**config.mk**
```make
export PLATFORM = sky130hd
export DESIGN_NAME = ipv4_flow_key_extractor
export DESIGN_NICKNAME = d
export VERILOG_FILES = /design/src/design/fke_pkg.sv /design/src/design/fke_field_capture.sv /design/src/design/fke_key_order.sv /design/src/design/ipv4_flow_key_extractor.sv
export SDC_FILE = /design/constraint.sdc
export NUM_CORES = 1
export LEC_CHECK = 0
export BUFFER_PORTS_ARGS = -buffer_cell sky130_fd_sc_hd__buf_2
export CAP_MARGIN = 20
export CELL_PAD_IN_SITES_DETAIL_PLACEMENT = 1
export CELL_PAD_IN_SITES_GLOBAL_PLACEMENT = 2
export CORE_UTILIZATION = 43
export CTS_CLUSTER_DIAMETER = 150
export CTS_CLUSTER_SIZE = 24
export DETAILED_ROUTE_END_ITERATION = 10
export GPL_TIMING_DRIVEN = 0
export PLACE_DENSITY = 0.95
export SLEW_MARGIN = 20
export SYNTH_ARGS = -nofsm -noshare
export SYNTH_HDL_FRONTEND = slang
export SYNTH_HIERARCHICAL = 1
export SYNTH_SLANG_ARGS = --single-unit
```
**constraint.sdc**
```tcl
create_clock -name clk -period 18.8 [get_ports clk]
set_clock_uncertainty 0.05 [all_clocks]
set_input_delay 0.94 -clock clk [delete_from_list [all_inputs] [get_ports clk]]
set_output_delay 0.94 -clock clk [all_outputs]
set_load 0.01 [all_outputs]
```
**src/design/fke_pkg.sv**
```systemverilog
package fke_pkg;

    // Frame layout and protocol codes
    localparam logic [15:0] ETH_HDR_LEN    = 16'd14;
    localparam logic [15:0] MIN_CAPTURE    = 16'd34;
    localparam logic [15:0] ETHERTYPE_IPV4 = 16'h0800;
    localparam logic [7:0]  PROTO_TCP      = 8'd6;
    localparam logic [7:0]  PROTO_UDP      = 8'd17;
    localparam logic [3:0]  IHL_MASK       = 4'hF;
    localparam logic [7:0]  TCP_SYN_MASK   = 8'h02;
    localparam logic [7:0]  TCP_FIN_MASK   = 8'h01;
    localparam logic [7:0]  TCP_RST_MASK   = 8'h04;

    // Fixed byte positions inside the frame
    localparam logic [15:0] POS_ETYPE_HI   = 16'd12;
    localparam logic [15:0] POS_ETYPE_LO   = 16'd13;
    localparam logic [15:0] POS_IHL        = 16'd14;
    localparam logic [15:0] POS_PROTO      = 16'd23;
    localparam logic [15:0] POS_SRC_ADDR   = 16'd26;
    localparam logic [15:0] POS_DST_ADDR   = 16'd30;
    localparam logic [15:0] POS_ADDR_END   = 16'd34;
    localparam logic [15:0] COUNT_MAX      = 16'hFFFF;

    // Offsets from the start of the L4 header
    localparam logic [15:0] L4_MIN_LEN     = 16'd4;
    localparam logic [15:0] L4_FLAG_POS    = 16'd13;
    localparam logic [15:0] L4_FLAG_LEN    = 16'd14;

    typedef struct packed {
        logic [7:0]  data_byte;
        logic        end_of_packet;
        logic [15:0] wire_length;
    } in_item_t;

    typedef struct packed {
        logic        accepted;
        logic [31:0] addr_low;
        logic [31:0] addr_high;
        logic [15:0] port_low;
        logic [15:0] port_high;
        logic [7:0]  protocol;
        logic        syn_seen;
        logic        fin_or_rst;
        logic [15:0] frame_length;
    } out_item_t;

    // Header fields of the current frame, including the byte in flight
    typedef struct packed {
        logic [15:0] cap_len;
        logic [15:0] ether_type;
        logic [5:0]  header_bytes;
        logic [7:0]  protocol_byte;
        logic [31:0] src_addr;
        logic [31:0] dst_addr;
        logic [15:0] src_port;
        logic [15:0] dst_port;
        logic [7:0]  flag_byte;
    } frame_fields_t;

endpackage

```
**src/design/fke_field_capture.sv**
```systemverilog
module fke_field_capture (
    input  logic                   clk,
    input  logic                   rst_n,
    input  logic                   advance,
    input  fke_pkg::in_item_t      item,
    output fke_pkg::frame_fields_t fields
);

    logic [15:0] count_reg, count_next;
    logic [15:0] ether_type_reg;
    logic [5:0]  header_bytes_reg;
    logic [7:0]  protocol_byte_reg;
    logic [31:0] src_addr_reg;
    logic [31:0] dst_addr_reg;
    logic [15:0] src_port_reg;
    logic [15:0] dst_port_reg;
    logic [7:0]  flag_byte_reg;

    fke_pkg::frame_fields_t upd;
    logic [7:0]  b;
    logic [15:0] pos;
    logic [15:0] l4_base;
    logic [15:0] src_off;
    logic [15:0] dst_off;

    assign b   = item.data_byte;
    assign pos = count_reg;

    // Merge the current byte into the header fields
    always_comb
    begin
        upd.ether_type    = ether_type_reg;
        upd.header_bytes  = header_bytes_reg;
        upd.protocol_byte = protocol_byte_reg;
        upd.src_addr      = src_addr_reg;
        upd.dst_addr      = dst_addr_reg;
        upd.src_port      = src_port_reg;
        upd.dst_port      = dst_port_reg;
        upd.flag_byte     = flag_byte_reg;
        src_off           = pos - fke_pkg::POS_SRC_ADDR;
        dst_off           = pos - fke_pkg::POS_DST_ADDR;

        if (pos == fke_pkg::POS_ETYPE_HI)
        begin
            upd.ether_type[15:8] = b;
        end
        if (pos == fke_pkg::POS_ETYPE_LO)
        begin
            upd.ether_type[7:0] = b;
        end
        if (pos == fke_pkg::POS_IHL)
        begin
            upd.header_bytes = {b[3:0] & fke_pkg::IHL_MASK, 2'b00};
        end
        if (pos == fke_pkg::POS_PROTO)
        begin
            upd.protocol_byte = b;
        end
        if (pos >= fke_pkg::POS_SRC_ADDR && pos < fke_pkg::POS_DST_ADDR)
        begin
            upd.src_addr = upd.src_addr | ({24'd0, b} << {src_off[1:0], 3'b000});
        end
        if (pos >= fke_pkg::POS_DST_ADDR && pos < fke_pkg::POS_ADDR_END)
        begin
            upd.dst_addr = upd.dst_addr | ({24'd0, b} << {dst_off[1:0], 3'b000});
        end

        // L4 positions follow the header length as it stands after this byte
        l4_base = fke_pkg::ETH_HDR_LEN + {10'd0, upd.header_bytes};
        if (pos == l4_base)
        begin
            upd.src_port[15:8] = b;
        end
        if (pos == l4_base + 16'd1)
        begin
            upd.src_port[7:0] = b;
        end
        if (pos == l4_base + 16'd2)
        begin
            upd.dst_port[15:8] = b;
        end
        if (pos == l4_base + 16'd3)
        begin
            upd.dst_port[7:0] = b;
        end
        if (pos == l4_base + fke_pkg::L4_FLAG_POS)
        begin
            upd.flag_byte = b;
        end

        // Saturate the byte count
        count_next  = (count_reg == fke_pkg::COUNT_MAX) ? count_reg : count_reg + 16'd1;
        upd.cap_len = count_next;
    end

    assign fields = upd;

    // Hold fields between bytes, clear after the last byte of a frame
    always_ff @(posedge clk or negedge rst_n)
    begin
        if (!rst_n)
        begin
            count_reg         <= '0;
            ether_type_reg    <= '0;
            header_bytes_reg  <= '0;
            protocol_byte_reg <= '0;
            src_addr_reg      <= '0;
            dst_addr_reg      <= '0;
            src_port_reg      <= '0;
            dst_port_reg      <= '0;
            flag_byte_reg     <= '0;
        end
        else if (advance)
        begin
            if (item.end_of_packet)
            begin
                count_reg         <= '0;
                ether_type_reg    <= '0;
                header_bytes_reg  <= '0;
                protocol_byte_reg <= '0;
                src_addr_reg      <= '0;
                dst_addr_reg      <= '0;
                src_port_reg      <= '0;
                dst_port_reg      <= '0;
                flag_byte_reg     <= '0;
            end
            else
            begin
                count_reg         <= count_next;
                ether_type_reg    <= upd.ether_type;
                header_bytes_reg  <= upd.header_bytes;
                protocol_byte_reg <= upd.protocol_byte;
                src_addr_reg      <= upd.src_addr;
                dst_addr_reg      <= upd.dst_addr;
                src_port_reg      <= upd.src_port;
                dst_port_reg      <= upd.dst_port;
                flag_byte_reg     <= upd.flag_byte;
            end
        end
    end

endmodule

```
**src/design/fke_key_order.sv**
```systemverilog
module fke_key_order (
    input  fke_pkg::frame_fields_t fields,
    input  logic [15:0]            wire_length,
    output fke_pkg::out_item_t     result
);

    logic [15:0] l4_base;
    logic        proto_ok;
    logic        ok;
    logic        keep;
    logic        flags_ok;

    // Qualify the frame and order the endpoints
    always_comb
    begin
        l4_base  = fke_pkg::ETH_HDR_LEN + {10'd0, fields.header_bytes};
        proto_ok = (fields.protocol_byte == fke_pkg::PROTO_TCP)
                || (fields.protocol_byte == fke_pkg::PROTO_UDP);
        ok       = (fields.cap_len >= fke_pkg::MIN_CAPTURE)
                && (fields.ether_type == fke_pkg::ETHERTYPE_IPV4)
                && (fields.cap_len >= l4_base + fke_pkg::L4_MIN_LEN)
                && proto_ok;
        keep     = (fields.src_addr < fields.dst_addr)
                || ((fields.src_addr == fields.dst_addr)
                    && (fields.src_port <= fields.dst_port));
        flags_ok = (fields.protocol_byte == fke_pkg::PROTO_TCP)
                && (fields.cap_len >= l4_base + fke_pkg::L4_FLAG_LEN);

        result              = '0;
        result.frame_length = wire_length;
        if (ok)
        begin
            result.accepted  = 1'b1;
            result.addr_low  = keep ? fields.src_addr : fields.dst_addr;
            result.addr_high = keep ? fields.dst_addr : fields.src_addr;
            result.port_low  = keep ? fields.src_port : fields.dst_port;
            result.port_high = keep ? fields.dst_port : fields.src_port;
            result.protocol  = fields.protocol_byte;
            if (flags_ok)
            begin
                result.syn_seen   = |(fields.flag_byte & fke_pkg::TCP_SYN_MASK);
                result.fin_or_rst =
                    |(fields.flag_byte & (fke_pkg::TCP_FIN_MASK | fke_pkg::TCP_RST_MASK));
            end
        end
    end

endmodule

```
**src/design/ipv4_flow_key_extractor.sv**
```systemverilog
// Channel | Handshake            | Payload                 | Transfers
// in      | in_valid / in_ready  | in_data (in_item_t)     | one frame byte
// out     | out_valid / out_ready| out_data (out_item_t)   | one flow key per frame
//
// One byte per cycle while no result stalls; a byte passes the input register, then field
// capture and key ordering, and a frame's result lands in the output register.
// out_valid is set when the output register takes a last byte's result while it is free.
// rst_n clears the frame state and both valid flags.
// A stalled result blocks only a last byte; other bytes keep flowing.
module ipv4_flow_key_extractor (
    input  logic               clk,
    input  logic               rst_n,
    input  logic               in_valid,
    output logic               in_ready,
    input  fke_pkg::in_item_t  in_data,
    output logic               out_valid,
    input  logic               out_ready,
    output fke_pkg::out_item_t out_data
);

    fke_pkg::in_item_t      in_reg;
    logic                   in_valid_reg, in_valid_next;
    fke_pkg::out_item_t     out_reg;
    logic                   out_valid_reg, out_valid_next;
    fke_pkg::frame_fields_t fields;
    fke_pkg::out_item_t     result;
    logic                   advance;
    logic                   emit;

    // Advance the held byte unless it ends a frame and the result slot is full
    assign advance  = in_valid_reg
                   && !(in_reg.end_of_packet && out_valid_reg && !out_ready);
    assign emit     = advance && in_reg.end_of_packet;
    assign in_ready = !in_valid_reg || advance;

    always_comb
    begin
        in_valid_next = in_valid_reg;
        if (in_valid && in_ready)
        begin
            in_valid_next = 1'b1;
        end
        else if (advance)
        begin
            in_valid_next = 1'b0;
        end

        out_valid_next = out_valid_reg;
        if (emit)
        begin
            out_valid_next = 1'b1;
        end
        else if (out_ready)
        begin
            out_valid_next = 1'b0;
        end
    end

    fke_field_capture u_capture (
        .clk     (clk),
        .rst_n   (rst_n),
        .advance (advance),
        .item    (in_reg),
        .fields  (fields)
    );

    fke_key_order u_order (
        .fields      (fields),
        .wire_length (in_reg.wire_length),
        .result      (result)
    );

    // Hold valid flags
    always_ff @(posedge clk or negedge rst_n)
    begin
        if (!rst_n)
        begin
            in_valid_reg  <= 1'b0;
            out_valid_reg <= 1'b0;
        end
        else
        begin
            in_valid_reg  <= in_valid_next;
            out_valid_reg <= out_valid_next;
        end
    end

    // Capture payloads on transfer
    always_ff @(posedge clk)
    begin
        if (in_valid && in_ready)
        begin
            in_reg <= in_data;
        end
        if (emit)
        begin
            out_reg <= result;
        end
    end

    assign out_valid = out_valid_reg;
    assign out_data  = out_reg;

endmodule
```
==> results of run 1 <==
power breakdown:
part	total [W]	switching [W]	internal [W]
Sequential	0.000707	0.00000746	0.000699
Clock	0.000386	0.000214	0.000173
Combinational	0.000191	0.000138	0.0000533
per-layer routing:
metal  share of wire (%)  global-route usage (%)  wire [um]  up-vias
li1                    -                       -          -     6527
met1                  45                   35.85      24480     7366
met2                  48                   44.76      26080      388
met3                 4.5                   3.160       2485       93
met4                 3.0                   8.110       1620        0
met5                   0                       0          0        -
worst max-delay path: stages (launching register included):
cell	delay (ns)
dfrtp_1	0.48
clkbuf_1	0.49
inv_1	0.27
ha_1	0.32
nor4b_4	0.16
nand4_4	0.20
clkbuf_1	0.36
nand2_1	0.20
inv_1	0.30
ha_1	0.44
xor2_1	0.40
xnor2_1	0.18
o22a_1	0.20
o31ai_1	0.07
o2111a_1	0.34
buf_4	0.23
mux2_2	0.38
ha_1	0.29
nor2b_1	0.14
o211ai_1	0.13
a2111oi_2	0.36
a211oi_2	0.11
o21ai_2	0.47
buf_4	0.33
buf_2	0.27
nand3_1	0.15
a21oi_2	0.17
placed cells by master (no fill, tap or decap), drive strengths merged, types with 56 or more instances in the layout:
cell type    n
buf        229
a21oi      199
edfxtp     148
dfrtp      147
o21ai      140
nor2       115
nand3      113
clkbuf     105
inv         76
ha          75
nand2       71
a21o        70
mux2        56
stage by stage:
step	hold slack (ns)	total power (W)	instance area, sq um	std cells	util (%)
floorplan	0.4007	0.0008340	17240	1691	-
global placement	0.4222	0.0009006	18660	2362	47.72
detailed placement	0.4219	0.0009084	18800	2367	48.09
CTS	0.3192	0.001293	19280	2395	49.32
global route	0.3316	0.001323	19280	2395	49.32
finish	0.2731	0.001284	19280	2395	49.32
path summary, 6_finish.rpt:
| check | startpoint | cells after the start | endpoint |
|---|---|---|---|
| worst max-delay path | u_capture/count_reg[0]$_DFFE_PN0P_ | 26 | out_data[82]$_DFFE_PP_ |
| max in group asynchronous | rst_n | 2 | u_capture/dst_addr_reg[19]$_DFFE_PN0P_ |
| worst min-delay path | rst_n | 1 | u_capture/header_bytes_reg[2]$_DFFE_PN0P_ |
| worst max register to register | u_capture/count_reg[0]$_DFFE_PN0P_ | 26 | out_data[82]$_DFFE_PP_ |
| worst min register to register | u_capture/dst_port_reg[12]$_DFFE_PN0P_ | 1 | u_capture/dst_port_reg[12]$_DFFE_PN0P_ |
| min in group clk | u_capture/dst_port_reg[12]$_DFFE_PN0P_ | 1 | u_capture/dst_port_reg[12]$_DFFE_PN0P_ |
final cells by class:
class	instances	area (sq um)
Clock buffer	27	462.9
Buffer	149	799.5
Tap cell	518	648.1
Clock inverter	1	16.27
Fill cell	4407	19820
Sequential cell	295	8123
Inverter	75	281.5
Multi-Input combinational cell	1172	8059
Timing Repair Buffer	158	890.9
==> key figures, run 1 <==
Timing
  • Fmax: 129.6 MHz
  • Final Hold Fails: 0
  • Crit path time final: 7.717 ns
  • Final period utilization: 41.05%
  • RSZ-0062 raised after global routing: no
  • Worst slew pin tran: 1.150 ns
  • Max transition margin: 23.10%
  • Setup_tns: 0 ns
  • Final setup vio count: 0
  • Final Max Slew Viols: 0
  • Final worst slack: 11.08 ns

Die
  • Initial Util: 44.06%
  • Die H: 202.2 um
  • Core area: 39100 sq um
  • Core Rows: 72
  • Die ar.: 40870 sq um
  • Die Wd: 202.2 um
  • Ports: 154

Clock tree
  • CTS Buf Count: 16
  • Clk root buf: clkbuf_16
  • H-tree depth: 1
  • Post-CTS resize count: 0
  • Sinks on Clock Net: 295
  • CTS tree: built
  • CTS Buffer Depth: 3
  • Worst skew pair latency: 0.53 ns
  • Hold buffer count at CTS: 0
  • Setup bufs post-CTS: 0
  • Worst-path clk slew: 0.11 ns

Finish
  • Nets: 1971
  • Share of cells above drive strength 1: 20.99%
  • Largest register FFs: 123
  • Area grow syn2layout: 11.92%
  • # diodes: 0

Routing
  • DR iter-0 viols: 1040
  • First-pass DRT Iterations: 6
  • Vias per inst: 6.002
  • DRC Markers: 0
  • Final wirelength: 54660 um
  • Wirelength per Cell: 22.82 um
  • Antenna-violating nets left: 0
  • Via count: 14374

Run status
  • Status: finished, final reports clean

Setup path
  • Data required time of the critical path: 19.09 ns
  • CP Class: reg2reg
  • Critical-path maximum fanout: 10
  • Crit path DAT: 8.01 ns
  • Crit start category: register
  • Crit end category: register
  • R2R setup slack: 11.08 ns

Synth
  • Syn_area_per_cell: 10.21 sq um
  • Warnings from Yosys: 6
  • Synth Instances: 1687
  • Synthesized area: 17230 sq um

GRT
  • Initial antenna violation count: 0
  • Grt total ovfl: 0
  • Largest net degree at the start of global routing: 79
  • Vias in the first global route: 14947
  • GR Util All Layers: 26.59%
  • Global-route wire length before repair: 85560 um

Placed design
  • Count of port buffers added during placement: 153
  • Routability Congestion: 0.8778
  • DP HPWL: 40530 um
  • Dpl ws: 11.30 ns

Worst hold path
  • Hold Path Class: in2async

Flow run
  • Max-cap viol count: 0

Power
  • VDD IR max: 0.05589 mV
  • Leakage: 8.074 nW
  • Power density cells: 66.60 nW/um^2
(Power assumes the default switching activity.)
==> run 2: changes to the inputs <==
--- a/config.mk
+++ b/config.mk
@@ -5,16 +5,17 @@
 export SDC_FILE = /design/constraint.sdc
 export NUM_CORES = 1
 export LEC_CHECK = 0
+export ABC_AREA = 1
 export BUFFER_PORTS_ARGS = -buffer_cell sky130_fd_sc_hd__buf_2
 export CAP_MARGIN = 20
 export CELL_PAD_IN_SITES_DETAIL_PLACEMENT = 1
 export CELL_PAD_IN_SITES_GLOBAL_PLACEMENT = 2
-export CORE_UTILIZATION = 43
+export CORE_UTILIZATION = 36
 export CTS_CLUSTER_DIAMETER = 150
 export CTS_CLUSTER_SIZE = 24
 export DETAILED_ROUTE_END_ITERATION = 10
 export GPL_TIMING_DRIVEN = 0
-export PLACE_DENSITY = 0.95
+export PLACE_DENSITY = 0.9
 export SLEW_MARGIN = 20
 export SYNTH_ARGS = -nofsm -noshare
 export SYNTH_HDL_FRONTEND = slang
==> constraint.sdc (replaced) <==
create_clock -name clk -period 7.3 [get_ports clk]
set_clock_uncertainty 0.05 [all_clocks]
set_input_delay 0.365 -clock clk [delete_from_list [all_inputs] [get_ports clk]]
set_output_delay 0.365 -clock clk [all_outputs]
set_load 0.01 [all_outputs]
==> key figures, run 2 <==
Finish
  • # diodes: 0
  • Commonest non-fill, non-tap cell in the layout: nand2_1
  • Largest register FFs: 123
  • Design area: 19750 sq um
  • Fill cell count: 5828
  • Commonest non-fill, non-tap cells in the layout: nand2_1 (490), inv_1 (303), nor2_1 (274)
  • Nets: 2471
  • Area grow syn2layout: 13.83%
  • Layout Cells excl Fill: 2992
  • Share of cells above drive strength 1: 13.00%

Routing
  • DRC Markers: 0
  • DR iter-0 viols: 822
  • Antenna-violating nets left: 0
  • First-pass DRT Iterations: 5
  • Wirelength per Cell: 18.27 um
  • Vias per inst: 5.103
  • Final wirelength: 54670 um
  • Via count: 15267

Placed design
  • Routability Congestion: 0.8816
  • Dpl ws: -0.2463 ns
  • Count of port buffers added during placement: 153
  • DP HPWL: 40730 um
  • Cells after DPL: 2935
  • Cell Area, Placed: 18970 sq um

Run status
  • Status: finished, final reports clean

Setup path
  • Crit path DAT: 6.84 ns
  • Data required time of the critical path: 7.57 ns
  • CP dominant cell by count: nand2_1
  • R2r worst-path depth: 36
  • Critical-path maximum fanout: 11
  • R2R setup slack: 0.74 ns
  • R2R Path Start: u_capture/count_reg[0]$_DFFE_PN0P_
  • CP peak stage delay: 0.42 ns
  • CP max stage cell: dfrtp_1
  • RR Endpoint: out_data[87]$_DFFE_PP_
  • Crit end category: register
  • CP Class: reg2reg
  • Crit start category: register

Die
  • Die H: 221.5 um
  • Die Wd: 221.5 um
  • Die ar.: 49070 sq um
  • Ports: 154
  • Core area: 47650 sq um
  • Core Rows: 80
  • Initial Util: 36.41%

Clock tree
  • H-tree depth: 1
  • Clk root buf: clkbuf_16
  • Sinks on Clock Net: 295
  • CTS tree: built
  • Worst skew pair latency: 0.54 ns
  • CTS Buffer Depth: 3
  • CTS Buf Count: 16
  • Worst-path clk slew: 0.10 ns

Timing
  • Fmax: 152.4 MHz
  • RSZ-0062 raised after global routing: no
  • Final worst slack: 0.7383 ns
  • Final setup vio count: 0
  • Setup_tns: 0 ns
  • Final Hold Fails: 0
  • Final period utilization: 89.89%
  • Crit path time final: 6.562 ns
  • Worst slew pin tran: 1.008 ns
  • Max transition margin: 32.74%
  • Final Max Slew Viols: 0

Power
  • VDD IR max: 0.1088 mV
  • Leakage: 9.761 nW
  • Power density cells: 163.6 nW/um^2

Synth
  • Warnings from Yosys: 6
  • Syn_area_per_cell: 8.028 sq um
  • Synth Instances: 2161
  • Synthesized area: 17350 sq um

Worst hold path
  • Hold Path Class: in2reg
  • Hold path cells: 4
  • Worst Min Path Start: out_ready
  • Hold Path End: in_valid_reg$_DFFE_PN0P_

GRT
  • Largest net degree at the start of global routing: 88
  • Initial antenna violation count: 0
  • Global-route wire length before repair: 87820 um
  • Vias in the first global route: 16052
  • Grt total ovfl: 0
  • GR Util All Layers: 22.37%

Flow run
  • Max-cap viol count: 0
-- run 2: changes by cell type in the layout (fill, tap and decap cells not counted), moves of 29 or more --
cell,before,now
o21ai_0,91,156
nand2_1,68,490
a21o_1,70,1
a21oi_2,31,0
a22o_1,42,1
nor2_1,113,274
nand3_1,113,178
a21oi_1,167,53
clkbuf_1,88,55
inv_1,74,303
o2bb2ai_1,33,0
o21ai_2,32,3
mux2_2,48,0
-- run 2: area by class of cell --
type / instances / area, sq um / area share, %
Sequential cell: 295 / 8123 / 41.13
Timing Repair Buffer: 185 / 1124 / 5.690
Multi-Input combinational cell: 1433 / 7287 / 36.90
Clock buffer: 27 / 462.9 / 2.344
Clock inverter: 1 / 20.02 / 0.1014
Buffer: 121 / 768.2 / 3.890
Inverter: 315 / 1194 / 6.044
Tap cell: 615 / 769.5 / 3.897
-- run 2: power by group --
group | total (W) | internal, W | switching, W
Sequential | 0.00181 | 0.00179 | 0.0000156
Combinational | 0.000382 | 0.000105 | 0.000277
Clock | 0.00104 | 0.000448 | 0.000592
-- run 2: how the worst max path moves through the flow --
stage                                       start                      end  slack (ns)
4_1_cts        u_capture/count_reg[0]$_DFFE_PN0P_   out_data[87]$_DFFE_PP_        0.20
6_report       u_capture/count_reg[0]$_DFFE_PN0P_   out_data[87]$_DFFE_PP_        0.74
3_3_place_gp   u_capture/count_reg[0]$_DFFE_PN0P_  out_data[118]$_DFFE_PP_       -0.09
3_5_place_dp   u_capture/count_reg[0]$_DFFE_PN0P_   out_data[87]$_DFFE_PP_       -0.25
5_1_grt        u_capture/count_reg[0]$_DFFE_PN0P_   out_data[87]$_DFFE_PP_        0.15
2_1_floorplan  u_capture/count_reg[0]$_DFFE_PN0P_   out_data[90]$_DFFE_PP_        2.03
-- run 2: through the flow --
stage	utilization (%)	power (W)	hold slack, ns
floorplan	-	0.002044	0.01941
finish	41.45	0.003230	0.1207
detailed placement	39.81	0.002209	0.3523
global placement	39.67	0.002195	0.4056
global route	41.45	0.003354	0.1367
CTS	41.39	0.003267	0.07547
-- run 2: metal layers --
| metal | wire length (um) | part of all wire, % | global-route usage (%) | vias up |
|---|---|---|---|---|
| met2 | 27470 | 50 | 39.94 | 245 |
| met5 | 0 | 0 | 0 | - |
| li1 | - | - | - | 7313 |
| met3 | 1551 | 2.8 | 1.617 | 69 |
| met1 | 24590 | 45 | 29.34 | 7640 |
| met4 | 1062 | 1.9 | 5.556 | 0 |
-- run 2: worst max-delay path, delay by kind of cell (launching register included) --
kind	cells	cell delay [ns]
xor gates and xnor gates	2	0.54
AOI/OAI and AO/OA	1	0.33
and+or+nand+nor	22	2.52
adders and majority gates	3	0.87
DFF	1	0.42
buffers and inverters	8	1.56
-- run 2: timing repair --
item,in CTS,in global routing
hold endpoints to repair,101,0
hold buffers,27,0
endpoints found under the setup margin,84,93
gates resized for setup,1,3
buffers inserted,0,3
gates cloned,0,0
